--- src/design/kcl_pkg.sv ---
// kcl_pkg: shared types, codes and constants for the keypad code lock.
// No dependencies; every other design file imports it.
package kcl_pkg;

  localparam int KEY_W    = 5;
  localparam int DIGIT_W  = 4;
  localparam int PERIOD_W = 16;
  localparam int LED_W    = 8;
  localparam int APB_AW   = 3;
  localparam int APB_DW   = 32;

  localparam logic [PERIOD_W-1:0] TICK_MAX         = '1;
  localparam logic [PERIOD_W-1:0] FLOW_PERIOD_RST  = PERIOD_W'(200);
  localparam logic [PERIOD_W-1:0] BLINK_PERIOD_RST = PERIOD_W'(300);
  localparam logic [LED_W-1:0]    PATTERN_RST      = 8'hFE;
  localparam logic [LED_W-1:0]    PORT_OFF         = 8'hFF;

  // key codes (after edge detection)
  localparam logic [KEY_W-1:0] KEY_NONE   = KEY_W'(0);
  localparam logic [KEY_W-1:0] KEY_ZERO   = KEY_W'(10);
  localparam logic [KEY_W-1:0] KEY_CHECK  = KEY_W'(11);
  localparam logic [KEY_W-1:0] KEY_CLEAR  = KEY_W'(12);
  localparam logic [KEY_W-1:0] KEY_CHANGE = KEY_W'(16);

  typedef enum logic {
    OP_TICK = 1'b0,
    OP_SCAN = 1'b1
  } kcl_op_e;

  typedef enum logic [1:0] {
    PH_ENTER = 2'd0,
    PH_OPEN  = 2'd1,
    PH_WRONG = 2'd2
  } kcl_phase_e;

  typedef enum logic [1:0] {
    LM_OFF   = 2'd0,
    LM_FLOW  = 2'd1,
    LM_BLINK = 2'd2
  } kcl_light_e;

  typedef enum logic [1:0] {
    NT_NONE    = 2'd0,
    NT_SAVED   = 2'd1,
    NT_REFUSED = 2'd2
  } kcl_notice_e;

  // register index (byte address bit 2)
  typedef enum logic {
    REG_FLOW  = 1'b0,
    REG_BLINK = 1'b1
  } kcl_reg_e;

  typedef struct packed {
    logic [PERIOD_W-1:0] flow_period;
    logic [PERIOD_W-1:0] blink_period;
  } kcl_cfg_t;

  typedef struct packed {
    kcl_op_e            opcode;
    logic [KEY_W-1:0]   key_number;
  } kcl_item_t;

  typedef struct packed {
    logic       set;
    kcl_light_e mode;
  } kcl_light_cmd_t;

  typedef struct packed {
    kcl_phase_e  phase;
    logic        change;
    logic [2:0]  digits;
    kcl_notice_e notice;
    logic        refresh;
  } kcl_status_t;

  // factory code: 1,2,3,... modulo 16
  function automatic logic [DIGIT_W-1:0] code_rst(input int idx);
    return DIGIT_W'(idx + 1);
  endfunction

endpackage

--- src/design/kcl_apb_regs.sv ---
// kcl_apb_regs: APB register file holding the flow and blink periods.
// Depends on kcl_pkg.
module kcl_apb_regs import kcl_pkg::*; (
  input  logic              clk_i,
  input  logic              rst_ni,
  input  logic              psel,
  input  logic              penable,
  input  logic              pwrite,
  input  logic [APB_AW-1:0] paddr,
  input  logic [APB_DW-1:0] pwdata,
  output logic [APB_DW-1:0] prdata,
  output logic              pready,
  output kcl_cfg_t          cfg_o
);

  kcl_cfg_t cfg_q, cfg_d;
  kcl_reg_e reg_sel;
  logic     wr_en;

  assign pready  = 1'b1;
  assign reg_sel = kcl_reg_e'(paddr[2]);
  assign wr_en   = psel & penable & pwrite & pready;

  always_comb begin
    cfg_d = cfg_q;
    if (wr_en) begin
      unique case (reg_sel)
        REG_FLOW:  cfg_d.flow_period  = pwdata[PERIOD_W-1:0];
        REG_BLINK: cfg_d.blink_period = pwdata[PERIOD_W-1:0];
        default:   cfg_d = cfg_q;
      endcase
    end
  end

  always_comb begin
    unique case (reg_sel)
      REG_FLOW:  prdata = APB_DW'(cfg_q.flow_period);
      REG_BLINK: prdata = APB_DW'(cfg_q.blink_period);
      default:   prdata = '0;
    endcase
  end

  always_ff @(posedge clk_i or negedge rst_ni) begin
    if (!rst_ni) begin
      cfg_q.flow_period  <= FLOW_PERIOD_RST;
      cfg_q.blink_period <= BLINK_PERIOD_RST;
    end else begin
      cfg_q <= cfg_d;
    end
  end

  assign cfg_o = cfg_q;

endmodule

--- config.mk ---
export PLATFORM = sky130hd
export DESIGN_NAME = kcl_apb_regs
export DESIGN_NICKNAME = d
export VERILOG_FILES = /design/src/design/kcl_pkg.sv /design/src/design/kcl_apb_regs.sv
export SDC_FILE = /design/constraint.sdc
export NUM_CORES = 1
export LEC_CHECK = 0
export CAP_MARGIN = 20
export CELL_PAD_IN_SITES_DETAIL_PLACEMENT = 1
export CELL_PAD_IN_SITES_GLOBAL_PLACEMENT = 1
export CORE_MARGIN = 5
export CORE_UTILIZATION = 40
export CTS_CLUSTER_SIZE = 10
export DETAILED_ROUTE_END_ITERATION = 10
export DONT_BUFFER_PORTS = 1
export GPL_TIMING_DRIVEN = 0
export PLACE_DENSITY_LB_ADDON = 0.1
export SETUP_SLACK_MARGIN = 0.3
export SLEW_MARGIN = 10
export SYNTH_ARGS = -nofsm -noshare
export SYNTH_HDL_FRONTEND = slang
export SYNTH_SLANG_ARGS = --single-unit
--- constraint.sdc ---
create_clock -name clk_i -period 1.35 [get_ports clk_i]
set_input_delay 0.135 -clock clk_i [delete_from_list [all_inputs] [get_ports clk_i]]
set_output_delay 0.135 -clock clk_i [all_outputs]
set_load 0.02 [all_outputs]
### Word level (Yosys, flattened, before mapping)

Index checks and enable logic that the tools add are counted.

| cells by class | value |
|---|---|
| add/subtract/negate cells | 0 |
| multipliers | 0 |
| divide/modulo/power cells | 0 |
| magnitude comparators | 0 |
| eq/ne operators | 0 |
| shift-type cells | 0 |
| muxes and demuxes | 1 |
| bitwise operators | 3 |
| reductions and logical operators | 2 |

Operator list:

| kind | count |
|---|---|
| $pmux 32 s2 | 1 |
| $reduce_and 2->1 | 2 |
| $and 1x1->1 | 2 |
| $not 1->1 | 1 |

| word-level totals | value |
|---|---|
| flip-flop bits (word level) | 32 |
| bits in latches | 0 |
| memory bits (writable) | 0 |
| ROM bits | 0 |
| output and inout port bits | 65 |
| logic and storage cells | 8 |
| memories | 0 |

### Longest topological paths before layout

| logic depth | value |
|---|---|
| depth after elaboration | 3 |
| gate-level depth with buffers | 4 |
| gate-level depth less buffers | 2 |

### Worst setup path before layout

OpenSTA, ideal clock, no wires.

| path | value |
|---|---|
| path type | input port to flip-flop |
| start | input port paddr[2] |
| end | register cfg_q (netlist bit cfg_o[16]) |
| arrival time | 0.943 ns |
| setup slack | 0.282 ns |
| stages on the path | 4 |
| path buffers | 2 |
| path through | buf_6 nand4b_4 buf_6 mux2_4 |

| between the ends | value |
|---|---|
| cells in the longest elaborated chain, start to end | 2 |

Ends and longest elaborated chain:

| what | RTL line | text |
|---|---|---|
| start, declared | kcl_apb_regs.sv:9 | `input logic [APB_AW-1:0] paddr,` |
| $not 1->1 | n/a |  |
| $reduce_and 2->1 (no source line) | n/a |  |
| end signal, assigned | kcl_apb_regs.sv:48 | `cfg_q <= cfg_d;` |
| end, declared | kcl_apb_regs.sv:16 | `kcl_cfg_t cfg_q, cfg_d;` |

No other way between the ends.
A chain may end at the register's enable or synchronous reset.

### Final worst setup path

| path | value |
|---|---|
| start | register cfg_q (netlist bit cfg_o[23]) |
| end | output port prdata[7] |

| between the ends | value |
|---|---|
| cells in the longest elaborated chain, start to end | 1 |

Ends and longest elaborated chain:

| what | RTL line | text |
|---|---|---|
| $pmux 32 s2 | kcl_apb_regs.sv:36 | `unique case (reg_sel)` |
| end, declared | kcl_apb_regs.sv:11 | `output logic [APB_DW-1:0] prdata,` |

No other way between the ends. The select of a mux whose other input is x is not followed.

==> run metrics <==
status completed; diode count 0; root buf cell clkbuf_8; Die ar. 5380 µm²; drt wl/cell 19.1 µm; Fin Setup TNS 0 ps; Hold Startpoint pwdata[4]; CP Class reg2out; final setup fails 0; met3 routed WL 402 µm; vias after detailed routing 948; max_cap viols 0; Sw Share 35.6%; hold depth 1; post-synthesis sequential area ratio 50.4%; largest net degree at the start of global routing 33; vias in the first global route 1042; post-synthesis register bit count 32; GRT Total Usage 13.9%; Hold Crit Class in2reg; starting DRC count in detailed routing 22; layout cells sized above 1 74.0%; FF-to-FF End cfg_o[7]$_DFFE_PN0P_; wl on met1 1320 µm; cell breakdown of the critical path mux2_4; hold endpoint cfg_o[4]$_DFFE_PN0P_; worst skew pair latency 270 ps; clock share of power 22.5%; Worst Setup End Kind output pin; VDD IR max 0.743 mV; ANT nets after route 0; minimum clock period 1230 ps; IO buf count 0; slowest stage delay, CP 610 ps; NumNets Final 185; Comb pwr share 24.9%; DR vias/cell 4.84; RSZ-0062 raised after global routing yes; CP Launch Type flop; CP Buf/Inv Count 0; worst-path fanout max 3; FILL cells 398; Clock Sinks 32; GR Overflow Total 0; CP max-delay cell dfstp_2; P&R area growth vs syn 31.2%; library cells used by synthesis 10; count of pins over their slew limit 0; Post-Synthesis Cell Area 1610 µm²; Yosys warnings 0; sw power 1160 µW; Max Used Layer met4; global-route wire length before repair 5510 µm; Reg2Reg Launch Point cfg_o[7]$_DFFE_PN0P_; Pwr Total 3270 µW; IO Pins 105; reg2reg path depth 1; Starting Density 40.7%; CTS buffer count 5; internal power 2100 µW; Multi-input gate area 747 µm²; internal reg-to-reg setup slack 470 ps; sequential share of power 52.6%; data required time of the critical path 1220 ps; core area 3940 µm²; crit path DAT 1100 ps; wirelength, routed 3740 µm; Cell Pwr Density 1550 nW/µm²; Layout Utilization 53.4%; max reg flops 32; Die Width 73.4 µm; Synth top area share 38.9%; clock-pin slew on the worst setup and hold paths 60 ps; Fmax 0.811 GHz; CTS tree yes; setup bufs post-CTS 0; Site Rows 23; register area 838 µm²; Hold Fails Final Rpt 0; skew final 0 ps; delay-heaviest family, CP flip-flops; Remaining DRCs 0; Gate Count Post-Synth 105; leading area contributor after synthesis dfrtp_1; metal2 WL 1970 µm; First-pass DRT Iterations 4; fin crit share 91.3%; syn avg cell area 15.3 µm²; Final GP Congestion 0.766; clk buf depth 2; Leak 0.000991 µW; detailed placement HPWL 2540 µm; top post-synthesis cells by area dfrtp_1, mux2_2, dfstp_2; Die H 73.4 µm; H-tree Lvls 2; initial antenna violation count 0
==> repair_timing <==
item	4_1_cts	5_1_grt
hold buffers	9	9
hold endpoints to repair	39	14
cloned	0	0
setup endpoints to repair	16	16
resized for setup	39	0
==> power by group through the flow <==
stage          Sequential (µW)  Clock (µW)  Combinational (µW)
2_1_floorplan             1620           0                 619
3_3_place_gp              1680           0                 656
3_5_place_dp              1700           0                 668
4_1_cts                   1720         757                 794
5_1_grt                   1760         815                 863
6_report                  1720         735                 813
==> Yosys cell counts <==
master,instances
buf_2,1
nand4b_4,1
dfrtp_1,25
mux2_4,10
mux2_2,38
buf_6,3
conb_1,2
nand4_4,1
dfstp_2,7
buf_4,17
==> placed cells by master (no fill, tap or decap) <==
master and n:
dfrtp_1 2, mux2_2 22, dfstp_2 7, buf_12 2
buf_8 1, conb_1 17, nand4_4 1, buf_6 1
buf_2 1, dfrtp_2 23, dlygate4sd3_1 17, clkbuf_1 2
mux2_4 26, buf_4 17, clkbuf_8 6, nand4b_4 1
==> per-layer routing <==
metal	up-vias	track usage, %
met5	-	0
met4	0	4.23
met1	484	15.2
met2	47	23.1
li1	412	-
met3	5	7.66
==> per-stage QoR <==
step           worst slack, ps  hold WS, ps  std cells  instance area (µm²)
3_5_place_dp               180         -160        170                 1740
5_1_grt                   81.5         1.25        196                 2110
2_1_floorplan              283         -161        120                 1680
3_3_place_gp               177         -160        170                 1740
4_1_cts                    107        0.605        187                 2020
6_report                   118         8.28        196                 2110
==> final cells by class <==
| cell class | count | share of cell area [%] |
|---|---|---|
| buffer | 21 | 8.49 |
| clock buffer | 8 | 4.28 |
| multi-input combinational | 67 | 35.5 |
| sequential | 32 | 39.8 |
| tap | 50 | 2.97 |
| timing repair buffer | 18 | 9.03 |
==> worst max path at each step <==
| stage | startpoint | to | slack (ps) | depth (start not counted) |
|---|---|---|---|---|
| finish | cfg_o[23]$_DFFE_PN1P_ | prdata[7] | 120 | 1 |
| global route | cfg_o[19]$_DFFE_PN1P_ | prdata[3] | 80 | 1 |
| CTS | cfg_o[19]$_DFFE_PN1P_ | prdata[3] | 110 | 1 |
| detailed placement | paddr[2] | cfg_o[21]$_DFFE_PN0P_ | 180 | 4 |
| global placement | paddr[2] | cfg_o[30]$_DFFE_PN0P_ | 180 | 4 |
| floorplan | paddr[2] | cfg_o[16]$_DFFE_PN0P_ | 280 | 4 |
==> kinds of logic after synthesis <==
group	synth area share [%]
mux	36.0
flops	50.4
buf+inv	10.4
simple gates	2.80
other cells	0.467
Power figures use the tool's default switching activity.
