**src/design/kcl_pkg.sv**
```systemverilog
// kcl_pkg: shared types, codes and constants for the keypad code lock.
// No dependencies; every other design file imports it.
package kcl_pkg;

  localparam int KEY_W    = 5;
  localparam int DIGIT_W  = 4;
  localparam int PERIOD_W = 16;
  localparam int LED_W    = 8;
  localparam int APB_AW   = 3;
  localparam int APB_DW   = 32;

  localparam logic [PERIOD_W-1:0] TICK_MAX         = '1;
  localparam logic [PERIOD_W-1:0] FLOW_PERIOD_RST  = PERIOD_W'(200);
  localparam logic [PERIOD_W-1:0] BLINK_PERIOD_RST = PERIOD_W'(300);
  localparam logic [LED_W-1:0]    PATTERN_RST      = 8'hFE;
  localparam logic [LED_W-1:0]    PORT_OFF         = 8'hFF;

  // key codes (after edge detection)
  localparam logic [KEY_W-1:0] KEY_NONE   = KEY_W'(0);
  localparam logic [KEY_W-1:0] KEY_ZERO   = KEY_W'(10);
  localparam logic [KEY_W-1:0] KEY_CHECK  = KEY_W'(11);
  localparam logic [KEY_W-1:0] KEY_CLEAR  = KEY_W'(12);
  localparam logic [KEY_W-1:0] KEY_CHANGE = KEY_W'(16);

  typedef enum logic {
    OP_TICK = 1'b0,
    OP_SCAN = 1'b1
  } kcl_op_e;

  typedef enum logic [1:0] {
    PH_ENTER = 2'd0,
    PH_OPEN  = 2'd1,
    PH_WRONG = 2'd2
  } kcl_phase_e;

  typedef enum logic [1:0] {
    LM_OFF   = 2'd0,
    LM_FLOW  = 2'd1,
    LM_BLINK = 2'd2
  } kcl_light_e;

  typedef enum logic [1:0] {
    NT_NONE    = 2'd0,
    NT_SAVED   = 2'd1,
    NT_REFUSED = 2'd2
  } kcl_notice_e;

  // register index (byte address bit 2)
  typedef enum logic {
    REG_FLOW  = 1'b0,
    REG_BLINK = 1'b1
  } kcl_reg_e;

  typedef struct packed {
    logic [PERIOD_W-1:0] flow_period;
    logic [PERIOD_W-1:0] blink_period;
  } kcl_cfg_t;

  typedef struct packed {
    kcl_op_e            opcode;
    logic [KEY_W-1:0]   key_number;
  } kcl_item_t;

  typedef struct packed {
    logic       set;
    kcl_light_e mode;
  } kcl_light_cmd_t;

  typedef struct packed {
    kcl_phase_e  phase;
    logic        change;
    logic [2:0]  digits;
    kcl_notice_e notice;
    logic        refresh;
  } kcl_status_t;

  // factory code: 1,2,3,... modulo 16
  function automatic logic [DIGIT_W-1:0] code_rst(input int idx);
    return DIGIT_W'(idx + 1);
  endfunction

endpackage

```
**src/design/kcl_entry.sv**
```systemverilog
// kcl_entry: key edge detection, digit entry, code check and code change.
// Depends on kcl_pkg; drives light commands into kcl_light.
module kcl_entry import kcl_pkg::*; #(
  parameter int CODE_DIGITS = 6
) (
  input  logic           clk_i,
  input  logic           rst_ni,
  input  logic           step_i,
  input  kcl_item_t      item_i,
  output kcl_light_cmd_t cmd_o,
  output kcl_status_t    status_o
);

  localparam int CNT_W = $clog2(CODE_DIGITS + 1);
  localparam int IDX_W = (CODE_DIGITS > 1) ? $clog2(CODE_DIGITS) : 1;
  localparam logic [CNT_W-1:0] CNT_FULL = CNT_W'(CODE_DIGITS);

  logic [DIGIT_W-1:0] stored_q [CODE_DIGITS];
  logic [DIGIT_W-1:0] entry_q  [CODE_DIGITS];
  logic [CNT_W-1:0]   cnt_q, cnt_d;
  kcl_phase_e         phase_q, phase_d;
  logic               change_q, change_d;
  logic [KEY_W-1:0]   last_key_q, last_key_d;

  logic               scan;
  logic [KEY_W-1:0]   key_edge;
  logic               match;
  logic               wr_en;
  logic [IDX_W-1:0]   wr_idx;
  logic [DIGIT_W-1:0] wr_digit;
  logic               save;
  kcl_notice_e        notice;
  logic [CNT_W+2:0]   cnt_ext;

  assign scan     = (item_i.opcode == OP_SCAN);
  assign key_edge = item_i.key_number & (last_key_q ^ item_i.key_number);
  assign wr_digit = (key_edge == KEY_ZERO) ? '0 : key_edge[DIGIT_W-1:0];

  always_comb begin
    match = 1'b1;
    for (int i = 0; i < CODE_DIGITS; i++) begin
      if (entry_q[i] != stored_q[i]) match = 1'b0;
    end
  end

  // next state
  always_comb begin
    cnt_d      = cnt_q;
    phase_d    = phase_q;
    change_d   = change_q;
    last_key_d = scan ? item_i.key_number : last_key_q;
    cmd_o      = '{set: 1'b0, mode: LM_OFF};
    notice     = NT_NONE;
    wr_en      = 1'b0;
    wr_idx     = cnt_q[IDX_W-1:0];
    save       = 1'b0;
    if (scan && key_edge != KEY_NONE) begin
      priority if (key_edge <= KEY_ZERO && cnt_q < CNT_FULL) begin
        wr_en = 1'b1;
        if (!change_q && phase_q != PH_ENTER) begin
          // first digit after a check restarts the buffer
          wr_idx  = '0;
          cnt_d   = CNT_W'(1);
          phase_d = PH_ENTER;
        end else begin
          cnt_d = cnt_q + CNT_W'(1);
        end
      end else if (key_edge == KEY_CHECK) begin
        if (!change_q && cnt_q == CNT_FULL) begin
          cmd_o.set = 1'b1;
          if (match) begin
            phase_d    = PH_OPEN;
            cmd_o.mode = LM_FLOW;
          end else begin
            phase_d    = PH_WRONG;
            cmd_o.mode = LM_BLINK;
          end
        end
      end else if (key_edge == KEY_CLEAR) begin
        cnt_d      = '0;
        phase_d    = PH_ENTER;
        change_d   = 1'b0;
        cmd_o.set  = 1'b1;
        cmd_o.mode = LM_OFF;
      end else if (key_edge == KEY_CHANGE) begin
        if (phase_q == PH_OPEN) begin
          if (!change_q) begin
            change_d = 1'b1;
            cnt_d    = '0;
          end else if (cnt_q == CNT_FULL) begin
            save       = 1'b1;
            change_d   = 1'b0;
            phase_d    = PH_ENTER;
            cnt_d      = '0;
            cmd_o.set  = 1'b1;
            cmd_o.mode = LM_OFF;
            notice     = NT_SAVED;
          end
        end else begin
          notice = NT_REFUSED;
        end
      end else begin
        // digit into a full buffer or an unused key: refresh only
      end
    end
  end

  // outputs
  always_comb begin
    cnt_ext            = {3'b000, cnt_d};
    status_o.phase     = phase_d;
    status_o.change    = change_d;
    status_o.digits    = cnt_ext[2:0];
    status_o.notice    = notice;
    status_o.refresh   = scan && (key_edge != KEY_NONE);
  end

  always_ff @(posedge clk_i or negedge rst_ni) begin
    if (!rst_ni) begin
      cnt_q      <= '0;
      phase_q    <= PH_ENTER;
      change_q   <= 1'b0;
      last_key_q <= '0;
    end else if (step_i) begin
      cnt_q      <= cnt_d;
      phase_q    <= phase_d;
      change_q   <= change_d;
      last_key_q <= last_key_d;
    end
  end

  always_ff @(posedge clk_i or negedge rst_ni) begin
    if (!rst_ni) begin
      for (int i = 0; i < CODE_DIGITS; i++) stored_q[i] <= code_rst(i);
    end else if (step_i && save) begin
      for (int i = 0; i < CODE_DIGITS; i++) stored_q[i] <= entry_q[i];
    end
  end

  // entry buffer: contents are only read once the count says they are written
  always_ff @(posedge clk_i) begin
    if (step_i && wr_en) entry_q[wr_idx] <= wr_digit;
  end

endmodule

```
**config.mk**
```make
export PLATFORM = sky130hd
export DESIGN_NAME = kcl_entry
export DESIGN_NICKNAME = d
export VERILOG_FILES = /design/src/design/kcl_pkg.sv /design/src/design/kcl_entry.sv
export SDC_FILE = /design/constraint.sdc
export NUM_CORES = 1
export LEC_CHECK = 0
export ABC_AREA = 1
export BUFFER_PORTS_ARGS = -buffer_cell sky130_fd_sc_hd__clkbuf_2
export CORE_MARGIN = 2
export CORE_UTILIZATION = 40
export CTS_BUF_LIST = sky130_fd_sc_hd__clkbuf_16
export DETAILED_ROUTE_END_ITERATION = 12
export HOLD_SLACK_MARGIN = 0.03
export PLACE_DENSITY_LB_ADDON = 0.15
export SYNTH_ARGS = -nofsm -noshare
export SYNTH_HDL_FRONTEND = slang
export SYNTH_SLANG_ARGS = --single-unit
```
**constraint.sdc**
```tcl
create_clock -name clk_i -period 1.8 [get_ports clk_i]
set_input_delay 0.27 -clock clk_i [delete_from_list [all_inputs] [get_ports clk_i]]
set_output_delay 0.27 -clock clk_i [all_outputs]
set_load 0.05 [all_outputs]
```
* After elaboration in Yosys (flattened, before gate mapping)
Memories as Yosys holds them, arrays and structs flattened.
Index checks and enable logic that the tools add are counted.
** Word-level totals
- Flip-flop bits (word level) :: 35
- Bits in writable memories :: 24
- Input bits :: 9
- Output and inout port bits :: 12
- Logic and storage cells :: 105
- Memories kept :: 1
** Operators by class
- Add/subtract/negate cells :: 1
- Order comparisons :: 2
- Equality and inequality tests :: 12
- Multiplexer cells :: 67
- Bitwise logic cells :: 2
- Reduce and logical (&&, ||, !) cells :: 10
** Memories
- entry_q :: depth 6, width 4, rd ports 6, clocked after Yosys merged registers in 0, write ports 1, RTL line kcl_entry.sv:19 : logic [DIGIT_W-1:0] entry_q [CODE_DIGITS];
** Operators with widths (count)
- $mux W3 :: 21
- $mux W2 :: 17
- $mux W1 :: 28
- $ne A4 B4 Y1 :: 6
- $eq A5 B4 Y1 const B :: 3
- $logic_and A1 B1 Y1 :: 6
- $and A5 B5 Y5 :: 1
- $eq A5 B5 Y1 const B :: 1
- $le A5 B4 Y1 const B :: 1
- $reduce_bool A5 Y1 :: 1
- $xor A5 B5 Y5 :: 1
- $mux W4 :: 1
- $add A3 B1 Y3 const B :: 1
- $eq A3 B3 Y1 const B :: 1
- $lt A3 B3 Y1 const B :: 1
- $eq A2 B1 Y1 const B :: 1
- $reduce_and A2 Y1 :: 1
- $reduce_bool A2 Y1 :: 1
- $logic_not A1 Y1 :: 1

* Longest topological paths before layout
An unclocked memory read counts as a cell.
- Depth in word-level cells :: 13
- Mapped depth :: 14
- Mapped depth without buffers :: 14

* Worst setup path after synthesis
Ideal clock, no wire load.
- Path type :: reg2out
- Start point :: register last_key_q[4]
- End point :: output cmd_o[0] (netlist name)
- Data arrival time :: 2580 ps
- Data required time :: 1530 ps
- Path slack :: -1050 ps
- Stages on the path, launching flop included :: 8
- Path buffers :: 0
- Path through :: dfrtp_1 -> nor2_2 -> inv_1 -> nand2_2 -> nand2_4 -> inv_2 -> nand2_4 -> nor4_1
** RTL lines
- from (decl) :: RTL line kcl_entry.sv:23 : logic [KEY_W-1:0] last_key_q, last_key_d;
- from (signal assigned) :: RTL line kcl_entry.sv:128 : last_key_q <= last_key_d;
- to (decl) :: RTL line kcl_entry.sv:10 : output kcl_light_cmd_t cmd_o,

==> metrics.yaml <==
max-cap-violations: 0
synth-xor-area-share_pct: 0.837
power.share.clock_pct: 41.0
ff_latch_area_um2: 1610
violations: "setup timing"
syn_area_um2: 3140
n_fill_cell: 605
rsz0062_at_grt: "true"
p_seq_share_pct: 32.7
mostFrequentLayoutCells: "nand2_1 (112), inv_1 (51), buf_4 (47)"
clock-root-buffer: "clkbuf_16"
grt_max_degree: 21
synth_mux_area_share_pct: 0.717
setup_tns_ns: -13.49
path_class: "register to output port"
peakVddDrop_v: 0.000861
htree_levels: 3
boundaryPins: 21
maxSlewHeadroom_pct: 61.9
hold_viol: 0
clock_skew_ns: 0.00998
viasPerCell: 4.61
status: "finished, violations left"
synth_top_family_by_area: "simple AND/OR/NAND/NOR gates"
syn_area_per_cell_um2: 8.05
switchingPower_mw: 1.43
intPower_mw: 3.38
dpl_cell_area_um2: 3790
grt_usage_pct: 20.2
postSynthCellCount: 390
worst_setup_path_start_kind: "register"
synth_compound_gate_area_share_pct: 7.33
setup_viol: 60
drive_above_1_share_pct: 48.6
antenna_left: 0
fin_crit_sh_pct: 124
start_util_pct: 41.1
synth_seq_cells: 59
synth-simple-area-share_pct: 29.1
portBuffers: 20
die_h_um: 92.6
cellLeakagePower_nw: 2.47
clk_pin_slew_ns: 0.06
wl_um: 8210
worstSkewPairLatency_ns: 0.33
multiInputGateArea_um2: 1690
antenna_found_initial: 0
area_growth_pct: 59.9
grt_pass1_wl_um: 13100
row_count: 32
dr.pass1.iters: 4
layout_commonest_cell: "nand2_1"
gp_congestion: 0.872
fin_crit_ns: 2.23
yosysSeqAreaShare_pct: 51.2
cts_made_buffers: 9
fp.dieW_um: 92.6
p_sw_share_pct: 29.8
worst_slack_ns: -0.426
clockBufferDepth: 2
nNetsFinal: 500
endpoint_kind: "output port"
dp_hpwl_um: 4830
pwr-share-comb_pct: 26.3
synth_nets: 401
timing.fmax_mhz: 449
synth_fa_ha_area_share_pct: 0.797
arrival_ns: 1.96
yosys_warnings: 0
drv_slew: 0
antenna_cells: 0
pwr_density_cell_nw_per_um2: 958
synth_cell_types: 30
fin_area_um2: 5020
cts_num_sinks: 59
worst_pin_slew_ns: 0.571
cts_tree: "built"
routedWlPerCell_um: 13.8
grt_overflow: 0
cp_data_required_time_ns: 1.53
dieArea_um2: 8570
min_path_type: "input port to register"
grt_pass1_vias: 2699
drtIter0Drc: 90
vias: 2745
core_area_um2: 7650
drc_errors: 0
place_ws_ns: -0.256
cp_max_fo: 3
## registers in the layout, summed over array words and instances, names as in the netlist
signal,flops
change_q,1
cnt_q,3
entry_q,24
last_key_q,5
phase_q,2
stored_q,24
## power groups by stage
stage	Clock (mW)	Sequential [mW]	Combinational, mW
after floorplan	0	1.58	0.600
after global placement	0	1.57	0.943
after detailed placement	0	1.58	0.954
after CTS	1.99	1.56	1.14
after global routing	2.06	1.58	1.36
final	1.97	1.57	1.27
## layer usage
| metal | vias to the layer above | wire length [um] | GRT usage [%] |
|---|---|---|---|
| met5 | - | 0 | 0 |
| met4 | 0 | 139 | 6.34 |
| met3 | 13 | 245 | 5.04 |
| met2 | 35 | 4230 | 34.7 |
| met1 | 1293 | 3590 | 25.1 |
| li1 | 1404 | - | - |
## critical path, stage by stage, from the launching register on
cell	delay (ns)
dfstp_2	0.54
inv_2	0.04
nand2_2	0.05
nand2_2	0.05
nor2_1	0.09
nand2_1	0.07
nor2_2	0.13
nand3_2	0.13
nand2_1	0.10
nand2_1	0.06
nand2_1	0.07
nand2_2	0.06
nand2_4	0.08
clkbuf_16	0.15
## synth_stat cells (all sizes together)
cell type	instances	area share, %
mux2	2	0.72
dfrtp	26	21
a22oi	1	0.24
or2	1	0.20
nor3b	1	0.24
nand2	150	19
nor4	1	0.20
xor2	2	0.56
nand3	12	2.4
xnor2	1	0.28
nand4	3	0.60
o21ai	36	6.5
dfstp	9	7.5
buf	6	1.7
a21oi	4	0.64
nor2	39	6.1
edfxtp	24	23
ha	2	0.80
inv	70	8.4
## area by class of cell
| type | count | area share (%) |
|---|---|---|
| multi-input combinational | 255 | 33.6 |
| sequential | 59 | 32.0 |
| timing repair buffer | 94 | 19.5 |
| inverter | 70 | 5.53 |
| clock buffer | 9 | 4.49 |
| tap | 102 | 2.54 |
| clock inverter | 7 | 2.32 |
## worst paths after layout
| kind | cells past startpoint | endpoint | slack, ns | startpoint |
|---|---|---|---|---|
| hold / removal | 3 | last_key_q[0] | 0.22 | item_i[0] |
| setup reg to reg | 13 | entry_q[3][0] | -0.37 | last_key_q[4] |
| setup / recovery | 13 | status_o[7] | -0.43 | stored_q[2] |
| min in group asynchronous | 2 | stored_q[3] | 0.47 | rst_ni |
| max in group asynchronous | 3 | stored_q[10] | 0.72 | rst_ni |
| hold reg to reg | 2 | stored_q[20] | 0.48 | stored_q[20] |
## kinds of logic (layout without fill, tap and decap cells)
kind of cell               Yosys count  after routing
DFF                                 59             59
AOI/OAI and AO/OA                   41             41
adders and majority gates            2              2
muxes                                2              2
buffers and inverters               76            180
and+or+nand+nor                    207            207
xor gates and xnor gates             3              3
## per-stage QoR
stage	utilization [%]	instances	total power, mW	hold slack (ns)
floorplan	-	390	2.18	-0.0256
detailed placement	49.6	554	2.53	0.296
finish	65.7	596	4.81	0.215
global route	65.7	596	5.00	0.238
global placement	49.6	554	2.52	0.288
CTS	61.2	589	4.69	0.217
## repair_timing
item	in CTS	in global routing
endpoints found under the setup margin	49	63
cloned	4	2
endpoints found under the hold margin	10	0
pin swaps	22	27
setup buffers	14	12
resized for setup	84	95
hold buffers	1	0
Power figures use the tool's default switching activity.
