### src/design/kcl_pkg.sv
// kcl_pkg: shared types, codes and constants for the keypad code lock.
// No dependencies; every other design file imports it.
package kcl_pkg;

  localparam int KEY_W    = 5;
  localparam int DIGIT_W  = 4;
  localparam int PERIOD_W = 16;
  localparam int LED_W    = 8;
  localparam int APB_AW   = 3;
  localparam int APB_DW   = 32;

  localparam logic [PERIOD_W-1:0] TICK_MAX         = '1;
  localparam logic [PERIOD_W-1:0] FLOW_PERIOD_RST  = PERIOD_W'(200);
  localparam logic [PERIOD_W-1:0] BLINK_PERIOD_RST = PERIOD_W'(300);
  localparam logic [LED_W-1:0]    PATTERN_RST      = 8'hFE;
  localparam logic [LED_W-1:0]    PORT_OFF         = 8'hFF;

  // key codes (after edge detection)
  localparam logic [KEY_W-1:0] KEY_NONE   = KEY_W'(0);
  localparam logic [KEY_W-1:0] KEY_ZERO   = KEY_W'(10);
  localparam logic [KEY_W-1:0] KEY_CHECK  = KEY_W'(11);
  localparam logic [KEY_W-1:0] KEY_CLEAR  = KEY_W'(12);
  localparam logic [KEY_W-1:0] KEY_CHANGE = KEY_W'(16);

  typedef enum logic {
    OP_TICK = 1'b0,
    OP_SCAN = 1'b1
  } kcl_op_e;

  typedef enum logic [1:0] {
    PH_ENTER = 2'd0,
    PH_OPEN  = 2'd1,
    PH_WRONG = 2'd2
  } kcl_phase_e;

  typedef enum logic [1:0] {
    LM_OFF   = 2'd0,
    LM_FLOW  = 2'd1,
    LM_BLINK = 2'd2
  } kcl_light_e;

  typedef enum logic [1:0] {
    NT_NONE    = 2'd0,
    NT_SAVED   = 2'd1,
    NT_REFUSED = 2'd2
  } kcl_notice_e;

  // register index (byte address bit 2)
  typedef enum logic {
    REG_FLOW  = 1'b0,
    REG_BLINK = 1'b1
  } kcl_reg_e;

  typedef struct packed {
    logic [PERIOD_W-1:0] flow_period;
    logic [PERIOD_W-1:0] blink_period;
  } kcl_cfg_t;

  typedef struct packed {
    kcl_op_e            opcode;
    logic [KEY_W-1:0]   key_number;
  } kcl_item_t;

  typedef struct packed {
    logic       set;
    kcl_light_e mode;
  } kcl_light_cmd_t;

  typedef struct packed {
    kcl_phase_e  phase;
    logic        change;
    logic [2:0]  digits;
    kcl_notice_e notice;
    logic        refresh;
  } kcl_status_t;

  // factory code: 1,2,3,... modulo 16
  function automatic logic [DIGIT_W-1:0] code_rst(input int idx);
    return DIGIT_W'(idx + 1);
  endfunction

endpackage

### src/design/kcl_light.sv
// kcl_light: LED driver with the running light, the blink mode and the tick counter.
// Depends on kcl_pkg; commanded by kcl_entry, periods from kcl_apb_regs.
module kcl_light import kcl_pkg::*; (
  input  logic             clk_i,
  input  logic             rst_ni,
  input  logic             step_i,
  input  logic             tick_i,
  input  kcl_light_cmd_t   cmd_i,
  input  kcl_cfg_t         cfg_i,
  output logic [LED_W-1:0] led_o
);

  kcl_light_e          mode_q, mode_d;
  logic [PERIOD_W-1:0] tick_q, tick_d, tick_inc;
  logic [LED_W-1:0]    pat_q, pat_d;
  logic [LED_W-1:0]    port_q, port_d;

  assign tick_inc = (tick_i && tick_q != TICK_MAX) ? tick_q + PERIOD_W'(1) : tick_q;
  assign mode_d   = cmd_i.set ? cmd_i.mode : mode_q;

  // next state
  always_comb begin
    tick_d = tick_inc;
    pat_d  = pat_q;
    port_d = port_q;
    unique case (mode_d)
      LM_FLOW: begin
        if (tick_inc >= cfg_i.flow_period) begin
          tick_d = '0;
          pat_d  = {pat_q[0], pat_q[LED_W-1:1]};
          port_d = pat_d;
        end
      end
      LM_BLINK: begin
        if (tick_inc >= cfg_i.blink_period) begin
          tick_d = '0;
          port_d = ~port_q;
        end
      end
      default: begin
        tick_d = '0;
        port_d = PORT_OFF;
      end
    endcase
  end

  // outputs
  always_comb begin
    led_o = port_d;
  end

  always_ff @(posedge clk_i or negedge rst_ni) begin
    if (!rst_ni) begin
      mode_q <= LM_OFF;
      tick_q <= '0;
      pat_q  <= PATTERN_RST;
      port_q <= PORT_OFF;
    end else if (step_i) begin
      mode_q <= mode_d;
      tick_q <= tick_d;
      pat_q  <= pat_d;
      port_q <= port_d;
    end
  end

endmodule

### config.mk
export PLATFORM = sky130hd
export DESIGN_NAME = kcl_light
export DESIGN_NICKNAME = d
export VERILOG_FILES = /design/src/design/kcl_pkg.sv /design/src/design/kcl_light.sv
export SDC_FILE = /design/constraint.sdc
export NUM_CORES = 1
export LEC_CHECK = 0
export BUFFER_PORTS_ARGS = -buffer_cell sky130_fd_sc_hd__buf_2
export CAP_MARGIN = 30
export CORE_MARGIN = 2
export CORE_UTILIZATION = 35
export DETAILED_ROUTE_END_ITERATION = 8
export PLACE_DENSITY_LB_ADDON = 0.12
export SLEW_MARGIN = 20
export SYNTH_ARGS = -nofsm -noshare
export SYNTH_HDL_FRONTEND = slang
export SYNTH_SLANG_ARGS = --single-unit
### constraint.sdc
create_clock -name clk_i -period 5.09 [get_ports clk_i]
set_input_delay 0.7635 -clock clk_i [delete_from_list [all_inputs] [get_ports clk_i]]
set_output_delay 0.7635 -clock clk_i [all_outputs]
set_load 0.01 [all_outputs]
# After elaboration in Yosys (flattened, before gate mapping)
# Cells that the tools add are included.
dict set report word_totals {
  register_bits 34
  latchBits 0
  ramBits 0
  romBits 0
  in_bits 39
  output_inout_bits 8
  mem_count 0
}
dict set report classes {
  add_sub_neg 1
  n_mul 0
  n_div 0
  order_cmp 2
  n_eq_ne 3
  n_shift 0
  n_mux 8
  bitwise_logic 1
  n_reduce_logical 2
}
# op n
set op_table {}
lappend op_table {{$mux W16} 3}
lappend op_table {{$ge A16 B16 Y1} 2}
lappend op_table {{$pmux W16 S2} 1}
lappend op_table {{$add A16 B1 Y16 const B} 1}
lappend op_table {{$mux W8} 2}
lappend op_table {{$ne A16 B16 Y1 const B} 1}
lappend op_table {{$pmux W8 S2} 1}
lappend op_table {{$not A8 Y8} 1}
lappend op_table {{$reduce_and A3 Y1} 1}
lappend op_table {{$eq A2 B1 Y1 const B} 1}
lappend op_table {{$eq A2 B2 Y1 const B} 1}
lappend op_table {{$mux W2} 1}
lappend op_table {{$logic_and A1 B1 Y1} 1}

# Logic depth before layout (Yosys ltp)
# Gate-level depths: netlist of the first run.
dict set report depth {
  word_depth 6
  ltp_mapped 17
  mapped_depth_nobuf 14
}

# Least setup slack after synthesis of the first run
# Ideal clock, no wire load.
dict set report synth_path {
  path_type {input to output}
  start {input tick_i}
  end {output led_o[0]}
  t_arrival_ns 3.443
  required_time_ns 4.326
  setup_slack_ns 0.884
  cell_stages 14
  n_path_buf 2
  path_cell_list {and2_1 -> and3_1 -> o21ai_0 -> nor3_1 -> xnor2_1 -> ha_1 -> nand4_1 -> or3_1 -> a2111oi_1 -> nor3_1 -> buf_6 -> a21oi_4 -> buf_6 -> o211ai_1}
}
dict set report synth_via {
  elab_chain_len 5
  elab_cells_between_ends 7
  cone_classes {order compare: 2; mux: 4; reduce/logical: 1}
}
# element line_no
set synth_rtl {}
lappend synth_rtl {{from (decl)} kcl_light.sv:7} ;# input logic tick_i,
lappend synth_rtl {{$logic_and A1 B1 Y1 *} kcl_light.sv:18} ;# assign tick_inc = (tick_i && tick_q != TICK_MAX) ? tick_q + PERIOD_W'(1) : tick_q;
lappend synth_rtl {{$mux W16 *} kcl_light.sv:18}
lappend synth_rtl {{$ge A16 B16 Y1, on equally long branches} {kcl_light.sv:35, kcl_light.sv:28}}
lappend synth_rtl {{$mux W8, on equally long branches} {kcl_light.sv:35, kcl_light.sv:28}}
lappend synth_rtl {{$pmux W8 S2 *} kcl_light.sv:26} ;# unique case (mode_d)
lappend synth_rtl {{to (decl)} kcl_light.sv:10} ;# output logic [LED_W-1:0] led_o
# Every way passes the cells marked *; elsewhere a longest branch is shown, timed or not.

# Worst setup path after layout of the first run
dict set report layout_path {
  start {register tick_q[0]}
  end {output led_o[5]}
}
dict set report layout_via {
  elab_chain_len 6
  elab_cells_between_ends 9
  cone_classes {add/sub: 1; order compare: 2; eq/ne: 1; mux: 4; reduce/logical: 1}
}
# element line_no
set layout_rtl {}
lappend layout_rtl {{from (decl)} kcl_light.sv:14} ;# logic [PERIOD_W-1:0] tick_q, tick_d, tick_inc;
lappend layout_rtl {{from (signal assigned)} kcl_light.sv:60} ;# tick_q <= tick_d;
lappend layout_rtl {{parallel branches: the longest is 2 deep, another holds $add A16 B1 Y16} -}
lappend layout_rtl {{$mux W16 *} kcl_light.sv:18}
lappend layout_rtl {{$ge A16 B16 Y1, on equally long branches} {kcl_light.sv:35, kcl_light.sv:28}}
lappend layout_rtl {{$mux W8, on equally long branches} {kcl_light.sv:35, kcl_light.sv:28}}
lappend layout_rtl {{$pmux W8 S2 *} kcl_light.sv:26}
# Every way passes the cells marked *.

==> results of run 1 <==
critical path: cells and delay by family, from the launching register on:
family	cells	cell delay, ps
flip-flops	1	440
XOR/XNOR	1	220
AND/OR/NAND/NOR	7	1570
AO/OA/AOI/OAI	3	480
buffers and inverters	3	470
adder cells (fa/ha/maj)	2	540
layer usage:
layer	GRT usage	wire [um]
met3	0.0309	312
met1	0.218	3640
met2	0.266	3450
met5	0	0
met4	0.0527	166
registers in the layout (all words and copies together) (netlist names):
register and count:
tick_q 16, mode_q 2, port_q 8, pat_q 8
where the power goes:
part / total, mW / switching (mW) / internal [mW]
clock network: 0.259 / 0.114 / 0.146
registers: 0.345 / 0.0241 / 0.321
logic: 0.291 / 0.170 / 0.121
total: 0.895 / 0.307 / 0.588
per-stage QoR:
step	TNS [ps]	util	std cells	total power, mW	hold WS (ps)
after floorplan	0	-	376	0.555	468
after global placement	0	0.395	513	0.635	513
after detailed placement	0	0.395	513	0.639	522
after CTS	0	0.409	521	0.901	544
after global routing	-42.4	0.414	524	0.958	573
final	0	0.414	524	0.895	536
final cells by class:
cell class	count	area (sq um)
clock buffers	5	68.8
repair buffers	52	275
clock inverters	3	45.0
flip-flops and latches	34	870
inverters	64	240
fillers	915	5140
well taps	108	135
multi-input cells	258	1990
logic make-up (layout without fill, tap and decap cells):
| kind of cell | Yosys count | count (layout) | synth area share |
|---|---|---|---|
| muxes | 21 | 21 | 0.0690 |
| buffers and inverters | 84 | 124 | 0.115 |
| DFF | 34 | 34 | 0.273 |
| adders and majority gates | 35 | 35 | 0.137 |
| and+or+nand+nor | 111 | 111 | 0.180 |
| AOI/OAI and AO/OA | 77 | 77 | 0.188 |
| xor gates and xnor gates | 14 | 14 | 0.0384 |
cells in the final DEF, fill, tap and decap left out, types with 5 or more instances in the layout:
| master | n |
|---|---|
| mux2i_1 | 13 |
| nand2_1 | 28 |
| inv_1 | 64 |
| xnor2_1 | 14 |
| buf_4 | 6 |
| a221o_1 | 8 |
| or2_2 | 8 |
| o211ai_1 | 8 |
| nand4_1 | 10 |
| nand3_1 | 22 |
| buf_2 | 46 |
| nor2_1 | 15 |
| clkbuf_8 | 5 |
| a21oi_1 | 25 |
| dfstp_2 | 15 |
| mux2_2 | 8 |
| ha_1 | 35 |
| dfrtp_1 | 19 |
| o32ai_1 | 16 |
| o21ai_0 | 5 |
| and4_1 | 5 |
timing repair:
| action | in CTS | in global routing |
|---|---|---|
| hold buffers | 0 | 0 |
| pin swaps | 0 | 2 |
| setup buffers | 0 | 3 |
| gates resized for setup | 1 | 5 |
| setup endpoints to repair | 8 | 8 |
synth_stat cells, drive strengths merged (10+ instances only):
master,number,area share
inv,64,0.075
ha,35,0.14
nand2,28,0.033
a21oi,26,0.044
nand3,22,0.035
dfrtp,19,0.15
nor2,16,0.020
o32ai,16,0.044
dfstp,15,0.12
xnor2,14,0.038
mux2i,13,0.041
clkbuf,10,0.012
nand4,10,0.020
how the worst max path moves through the flow:
stage / from / end / slack, ps / cells after the start
after floorplan: tick_i / led_o[0] / 880 / 14
after global placement: tick_i / led_o[3] / 380 / 14
after detailed placement: tick_i / led_o[3] / 200 / 14
after CTS: tick_q[6] / led_o[3] / 20 / 14
after global routing: tick_q[0] / led_o[6] / -10 / 16
final: tick_q[0] / led_o[5] / 300 / 16
==> metrics.md, run 1 <==
| Metric | Value |
|---|---|
| Worst R2R Setup Slack | `between 1000 and 1500 ps` |
| Pwr Density | `between 200 and 250 nW/um^2` |
| Leak | `around 1.8 nW` |
| Worst-Margin Slew | `~900 ps` |
| Worst Hold Depth | `2` |
| Mean post-synth cell area | `around 8.5 sq um` |
| Library cells used by synthesis | `between 40 and 50` |
| Root Driver | `clkbuf_8` |
| Core Area | `just under 9000 sq um` |
| P&R area growth vs syn | `13.7%` |
| Mapped Cells | `~380` |
| Num CTS Buffers | `5` |
| # diodes | `0` |
| Fin area | `about 3600 sq um` |
| Worst hold endpoint | `mode_q[1]` |
| Outcome | `completed` |
| Slew headroom | `0.401` |
| Largest net degree at the start of global routing | `50` |
| GRT overflow | `0` |
| Max-cap violations | `0` |
| Vias in the first global route | `about 2,700` |
| Post-Syn Nets | `between 400 and 500` |
| Placer Congestion | `around 0.84` |
| Number of remaining DRC errors | `0` |
| Starting Density | `0.364` |
| Htree depth | `2` |
| Die height | `99.5 um` |
| Most used DFF post-synth | `dfrtp_1` |
| Die area | `slightly below 10,000 sq um` |
| RR Startpoint | `tick_q[6]` |
| Max Clk Rate | `0.209 GHz` |
| Worst Path Class, Setup | `reg2out` |
| Worst R2R Path Depth | `14` |
| Crit path max-delay cell type | `dfrtp_1` |
| 1st-pass router iterations | `4` |
| IO Port Bufs | `46` |
| Worst skew pair latency | `around 290 ps` |
| Clock Skew | `roughly 1.8 ps` |
| Vias | `about 2,700` |
| Hold_sp | `mode_q[1]` |
| Crit share post-route | `0.941` |
| Sequential area share after synthesis | `0.273` |
| Setup violators final | `0` |
| Initial DRC count | `~110` |
| DP HPWL | `slightly below 6000 um` |
| Rows | `34` |
| Critical Path End Type | `output port` |
| Initial antenna violation count | `0` |
| Worst Path Max Fanout | `16` |
| Final antenna-violating net count | `0` |
| Critical Path RT | `4330 ps` |
| Ratio of cells with drive above 1 in the final layout | `0.245` |
| Synth async-reset ratio | `1.00` |
| Final hold vios | `0` |
| I/O pins | `47` |
| Worst hold path type | `reg2reg` |
| Ys Warns | `0` |
| First-pass GRT wire length | `13,000 um` |
| TritonCTS clock tree | `yes` |
| Tmin final | `4790 ps` |
| CP Cell Sequence | `ha_1, and3_1, nand4_1, and2_4, nand4_1, xnor2_1, inv_1, ha_1, nand2_1, or3_1, o221ai_4, a2111oi_4, buf_4, or2_2, o211ai_1, buf_2` |
| Post-synthesis register bit count | `34` |
| Startpoint types | `flop` |
| EDFF count, synth | `0` |
| Slew Limit Fails | `0` |
| Synth Cell Area | `between 3000 and 4000 sq um` |
| GRT Util Overall | `0.163` |
| Die X | `between 90 and 100 um` |
| WL/cell | `between 10 and 15 um` |
| Data arrival, critical path | `approximately 4000 ps` |
| R2R Path End | `tick_q[14]` |
| DP Area | `3460 sq um` |
| Pre-CTS setup slack | `200 ps` |
| Worst path max stage delay | `440 ps` |
| WL final | `roughly 7600 um` |
| Total Nets Final | `a little under 500` |
| Worst Setup Slack, final | `between 300 and 400 ps` |
| Via density | `about 5.2` |
| Maximum clock path buffer count | `2` |
| Clock transition at path regs | `80 ps` |
| Maximum VDD drop | `about 0.00012 V` |
| CTS Sinks | `34` |
Note: power is estimated with default switching activity, not from simulation.
==> inputs of run 2 (changes only) <==
Settings changed: CTS_BUF_LIST set to sky130_fd_sc_hd__clkbuf_16.
==> metrics.md, run 2 (synthesized netlist as in run 1, its figures left out) <==
| Metric | Value |
|---|---|
| Outcome | `completed` |
| Placed cell count | `513 (unchanged)` |
| Worst hold path type | `reg2reg` |
| P&R area growth vs syn | `15.0%` |
| Total Nets Final | `487 (-0.41%)` |
| Crit path depth | `16 (unchanged)` |
| Setup TNS | `0 ps (unchanged)` |
| R2R Path End | `tick_q[14]` |
| Critical Path RT | `4330 ps (about the same)` |
| WL final | `7540 um (-0.40%)` |
| Critical Path End Type | `output port` |
| Sum of buffers and inverters on the critical path | `3 (unchanged)` |
| Fin Hold WS | `531 ps (-4.45 ps)` |
| Largest Register | `tick_q` |
| Psw | `315 uW (+2.6%)` |
| Sw Ratio | `0.319 (-0.0244)` |
| Maximum VDD drop | `0.000141 V (+20%)` |
| Fill count | `912 (-0.33%)` |
| Starting Density | `0.364 (unchanged)` |
| Root Driver | `clkbuf_16` |
| Crit. Startpoint | `tick_q[0]` |
| GRT Util Overall | `0.163 (unchanged)` |
| Gate power share | `0.294 (-0.031)` |
| TritonCTS clock tree | `yes` |
| 1st-pass router iterations | `4 (unchanged)` |
| Clock transition at path regs | `60 ps (-20 ps)` |
| Worst Setup Slack, final | `305 ps (+4.50 ps)` |
| Die X | `99.5 um (unchanged)` |
| Largest regs | `tick_q (16), pat_q (8), port_q (8)` |
| Leak | `1.77 nW (+0.84%)` |
| Worst skew pair latency | `280 ps (about the same)` |
| Htree depth | `2 (unchanged)` |
| Final Non-Filler Cells | `522 (-0.38%)` |
| Crit share post-route | `0.940 (about the same)` |
| Clock Skew | `3.76 ps (+1.98 ps)` |
| Cell family with most CP delay | `simple AND/OR/NAND/NOR gates` |
| Pre-CTS setup slack | `200 ps (unchanged)` |
| Final antenna-violating net count | `0 (unchanged)` |
| Initial antenna violation count | `0 (unchanged)` |
| GRT overflow | `0 (unchanged)` |
| RSZ-0062 raised after global routing | `false` |
| Clock power share | `0.357 (+0.067)` |
| WL/cell | `14.4 um (about the same)` |
| Die area | `9900 sq um (unchanged)` |
| Number of remaining DRC errors | `0 (unchanged)` |
| Placer Congestion | `0.844 (unchanged)` |
| Worst R2R Setup Slack | `1070 ps (+30 ps)` |
| Via density | `5.27 (+0.82%)` |
| Core Util, Final | `0.419 (+0.00471)` |
| Worst R2R Path Depth | `14 (unchanged)` |
| Setup violators final | `0 (unchanged)` |
| Ratio of cells with drive above 1 in the final layout | `0.242 (-0.00365)` |
| Reg power frac | `0.349 (-0.036)` |
| Core Area | `8760 sq um (unchanged)` |
| Internal power | `673 uW (+15%)` |
| Worst Path Class, Setup | `reg2out` |
| First-pass GRT wire length | `13,100 um (+0.15%)` |
| Final hold vios | `0 (unchanged)` |
| Worst-Margin Slew | `889 ps (-9.69 ps)` |
| Crit path max-delay cell type | `dfrtp_1` |
| Slew Limit Fails | `0 (unchanged)` |
| Worst Hold Depth | `2 (unchanged)` |
| # diodes | `0 (unchanged)` |
| Max Clk Rate | `0.209 GHz (about the same)` |
| Commonest cells after routing, fill and taps aside | `inv_1 (64), buf_2 (46), ha_1 (35), nand2_1 (28), a21oi_1 (25)` |
| Worst Setup EP | `led_o[3]` |
| Initial DRC count | `94 (-13%)` |
| Die height | `99.5 um (unchanged)` |
| Num CTS Buffers | `5 (unchanged)` |
| Post-CTS Hold Buffers | `0 (unchanged)` |
| CP Cell Sequence | `ha_1, and3_1, nand4_1, and2_4, nand4_1, xnor2_1, inv_1, ha_1, nand2_1, or3_1, o221ai_4, a2111oi_4, buf_4, or2_2, o211ai_1, buf_2` |
| Maximum clock path buffer count | `2 (unchanged)` |
| DP HPWL | `5820 um (unchanged)` |
| Worst path max stage delay | `430 ps (about the same)` |
| Tmin final | `4780 ps (-4.50 ps)` |
| Worst Path Max Fanout | `16 (unchanged)` |
| Max-cap violations | `0 (unchanged)` |
| Largest net degree at the start of global routing | `50 (unchanged)` |
| Vias | `2,752 (+0.44%)` |
| DP Area | `3460 sq um (unchanged)` |
| Largest register FFs | `16 (unchanged)` |
| Pwr Total | `989 uW (+10%)` |
| Most common cell after layout, fill and taps aside | `inv_1` |
| I/O pins | `47 (unchanged)` |
| Rows | `34 (unchanged)` |
| Pwr Density | `269 nW/um^2 (+9.2%)` |
| IO Port Bufs | `46 (unchanged)` |
| Vias in the first global route | `2,755 (+0.58%)` |
| Fin area | `3670 sq um (+1.1%)` |
| RR Startpoint | `tick_q[6]` |
| CTS Sinks | `34 (unchanged)` |
| Startpoint types | `flop` |
| Slew headroom | `0.407 (+0.00646)` |
| Data arrival, critical path | `4020 ps (about the same)` |
[run 2: what timing repair did]
item / 4_1_cts / 5_1_grt
pin swaps: 0 / 2
setup endpoints to repair: 8 / 8
buffers inserted: 0 / 1
gates resized for setup: 1 / 5
[run 2: cell type report]
class,count,area (sq um),share of cell area
multi-input combinational,258,1990,0.543
clock buffer,5,125,0.0341
sequential,34,870,0.237
clock inverter,3,45.0,0.0123
tap,108,135,0.0368
inverter,64,240,0.0655
timing repair buffer,50,260,0.0709
[run 2: per-layer routing]
layer | vias to the layer above | part of all wire | track usage
met5 | - | 0 | 0
met3 | 15 | 0.043 | 0.0309
met2 | 64 | 0.46 | 0.265
met1 | 1269 | 0.48 | 0.217
met4 | 0 | 0.022 | 0.0569
li1 | 1404 | - | -
[run 2: worst min-delay path by stage]
stage / end / startpoint / slack, ps
3_5_place_dp: mode_q[1] / mode_q[1] / 520
4_1_cts: mode_q[1] / mode_q[1] / 540
5_1_grt: mode_q[1] / mode_q[1] / 570
6_report: mode_q[1] / mode_q[1] / 530
2_1_floorplan: mode_q[0] / rst_ni / 470
3_3_place_gp: mode_q[1] / mode_q[1] / 510
[run 2: power groups by stage]
stage | Sequential [mW] | Clock, mW | Combinational [mW]
floorplan | 0.343 | 0 | 0.212
global placement | 0.348 | 0 | 0.288
detailed placement | 0.349 | 0 | 0.290
CTS | 0.345 | 0.360 | 0.291
global route | 0.351 | 0.372 | 0.329
finish | 0.345 | 0.353 | 0.290
[run 2: worst register-to-register path, delay by kind of cell (launching register included)]
family                   cells  cell delay [ps]
AO/OA/AOI/OAI                3              760
XOR/XNOR                     1              240
adder cells (fa/ha/maj)      1              330
buffers and inverters        2              390
flip-flops                   1              380
AND/OR/NAND/NOR              7             1760
==> inputs of run 3 (changes only) <==
Settings changed: CORE_UTILIZATION 35 to 58, MAX_ROUTING_LAYER set to met4.
==> metrics.md, run 3 (synthesized netlist as in run 1, its figures left out) <==
| Metric | Value |
|---|---|
| Root Driver | `clkbuf_16` |
| Max-cap violations | `0 (unchanged)` |
| R2R Path End | `tick_q[10]` |
| 1st-pass router iterations | `5 (+1)` |
| Initial antenna violation count | `0 (unchanged)` |
| Leak | `1.79 nW (+1.2%)` |
| Post-CTS Hold Buffers | `0 (unchanged)` |
| # diodes | `0 (unchanged)` |
| Tmin final | `4820 ps (+39.5 ps)` |
| IO Port Bufs | `46 (unchanged)` |
| Fin Hold WS | `533 ps (+1.63 ps)` |
| Maximum clock path buffer count | `2 (unchanged)` |
| TritonCTS clock tree | `yes` |
| Ratio of cells with drive above 1 in the final layout | `0.243 (+0.00183)` |
| Worst Path Class, Setup | `reg2out` |
| GRT overflow | `0 (unchanged)` |
| Worst Setup Slack, final | `266 ps (-39.5 ps)` |
| Most common cell after layout, fill and taps aside | `inv_1` |
| Largest register FFs | `16 (unchanged)` |
| Startpoint types | `flop` |
| Largest regs | `tick_q (16), pat_q (8), port_q (8)` |
| Hold_sp | `mode_q[1]` |
| CTS Sinks | `34 (unchanged)` |
| Core Area | `5410 sq um (-38%)` |
| Largest net degree at the start of global routing | `50 (unchanged)` |
| Data arrival, critical path | `4060 ps (+40 ps)` |
| WL final | `7210 um (-4.3%)` |
| First-pass GRT wire length | `12,100 um (-7.3%)` |
| Die X | `78.2 um (-21%)` |
| Worst hold endpoint | `mode_q[1]` |
| Die area | `6110 sq um (-38%)` |
| Clock Skew | `4.62 ps (+0.867 ps)` |
| RR Startpoint | `tick_q[5]` |
| Final antenna-violating net count | `0 (unchanged)` |
| Worst skew pair latency | `280 ps (about the same)` |
| I/O pins | `47 (unchanged)` |
| DP Area | `3420 sq um (-1.2%)` |
| Slew Limit Fails | `0 (unchanged)` |
| Vias in the first global route | `2,549 (-7.5%)` |
| Clock transition at path regs | `60 ps (about the same)` |
| Crit path max-delay cell type | `or3_1` |
| Fin area | `3650 sq um (-0.38%)` |
| Outcome | `completed` |
| Critical Path RT | `4330 ps (about the same)` |
| Number of remaining DRC errors | `0 (unchanged)` |
| Total Nets Final | `488 (+0.21%)` |
| Worst Path Max Fanout | `9 (-7)` |
| Via density | `5.70 (+8.1%)` |
| Worst R2R Setup Slack | `1030 ps (-40 ps)` |
| Initial DRC count | `148 (+57%)` |
| Commonest cells after routing, fill and taps aside | `inv_1 (64), buf_2 (46), ha_1 (35), nand2_1 (28), a21oi_1 (25)` |
| Worst-Margin Slew | `887 ps (-2.70 ps)` |
| WL/cell | `14.8 um (+2.6%)` |
| P&R area growth vs syn | `14.5%` |
| Final hold vios | `0 (unchanged)` |
| GRT Util Overall | `0.255 (+0.0916)` |
| Worst Hold Depth | `2 (unchanged)` |
| CP Cell Sequence | `and4_1, nand3_1, nor4b_4, nand3_1, xnor2_1, inv_1, ha_1, nand4_1, or3_1, a2111oi_2, nor3_2, a21oi_4, o211ai_1, buf_2` |
| Pwr Density | `286 nW/um^2 (+6.2%)` |
| Setup TNS | `0 ps (unchanged)` |
| Rows | `27 (-21%)` |
| Starting Density | `0.590 (+0.226)` |
| Critical Path End Type | `output port` |
| Crit share post-route | `0.948 (+0.00777)` |
| Die height | `78.2 um (-21%)` |
| Worst path max stage delay | `460 ps (+30 ps)` |
| Placer Congestion | `0.862 (+2.2%)` |
| DP HPWL | `5240 um (-10%)` |
| Setup violators final | `0 (unchanged)` |
| Pre-CTS setup slack | `328 ps (+128 ps)` |
| Worst hold path type | `reg2reg` |
| Largest Register | `tick_q` |
| Vias | `2,776 (+0.87%)` |
| Max Clk Rate | `0.207 GHz (-0.82%)` |
| Htree depth | `2 (unchanged)` |
| CP most frequent cell | `nand3_1` |
| Maximum VDD drop | `0.000152 V (+7.3%)` |
| Num CTS Buffers | `5 (unchanged)` |
| Slew headroom | `0.409 (+0.00180)` |
| Worst R2R Path Depth | `14 (unchanged)` |
## run 3: layer usage
layer,global-route usage,part of all wire
met1,0.341,0.50
met2,0.397,0.45
met3,0.0460,0.043
met4,0.0754,0.015
met5,-,0
## run 3: critical path, delay by kind of cell, from the launching register on
family / cells / cell delay [ps]
flops: 1 / 400
fa+ha+maj: 1 / 300
buf+inv: 2 / 270
simple gates: 7 / 1820
compound gates: 3 / 780
xor+xnor: 1 / 200
## run 3: layout make-up
cell class	count	area (sq um)
timing repair buffer	51	268
fill	466	1750
clock inverter	3	68.8
inverter	64	240
sequential	34	870
multi-input combinational	258	1990
tap	72	90.1
clock buffer	5	125
## run 3: metrics by stage
step,util,cells,power (mW)
6_report,0.676,487,1.05
5_1_grt,0.676,487,1.10
4_1_cts,0.668,486,1.04
3_5_place_dp,0.632,478,0.635
3_3_place_gp,0.632,478,0.628
2_1_floorplan,-,376,0.555
## run 3: how the worst max path moves through the flow
| stage | startpoint | endpoint | slack (ps) |
|---|---|---|---|
| after global routing | tick_q[6] | led_o[1] | -20 |
| after detailed placement | tick_i | led_o[2] | 330 |
| after CTS | tick_q[6] | led_o[2] | 80 |
| after floorplan | tick_i | led_o[0] | 880 |
| after global placement | tick_i | led_o[2] | 510 |
| final | tick_q[5] | led_o[2] | 270 |
## run 3: where the power goes
| group | switching [mW] | internal [mW] |
|---|---|---|
| registers | 0.0253 | 0.322 |
| clock network | 0.124 | 0.281 |
| logic | 0.172 | 0.122 |
| total | 0.321 | 0.725 |
## run 3: repair_timing
action | 4_1_cts | 5_1_grt
resized for setup | 0 | 8
setup endpoints to repair | 0 | 8
buffers inserted | 0 | 1
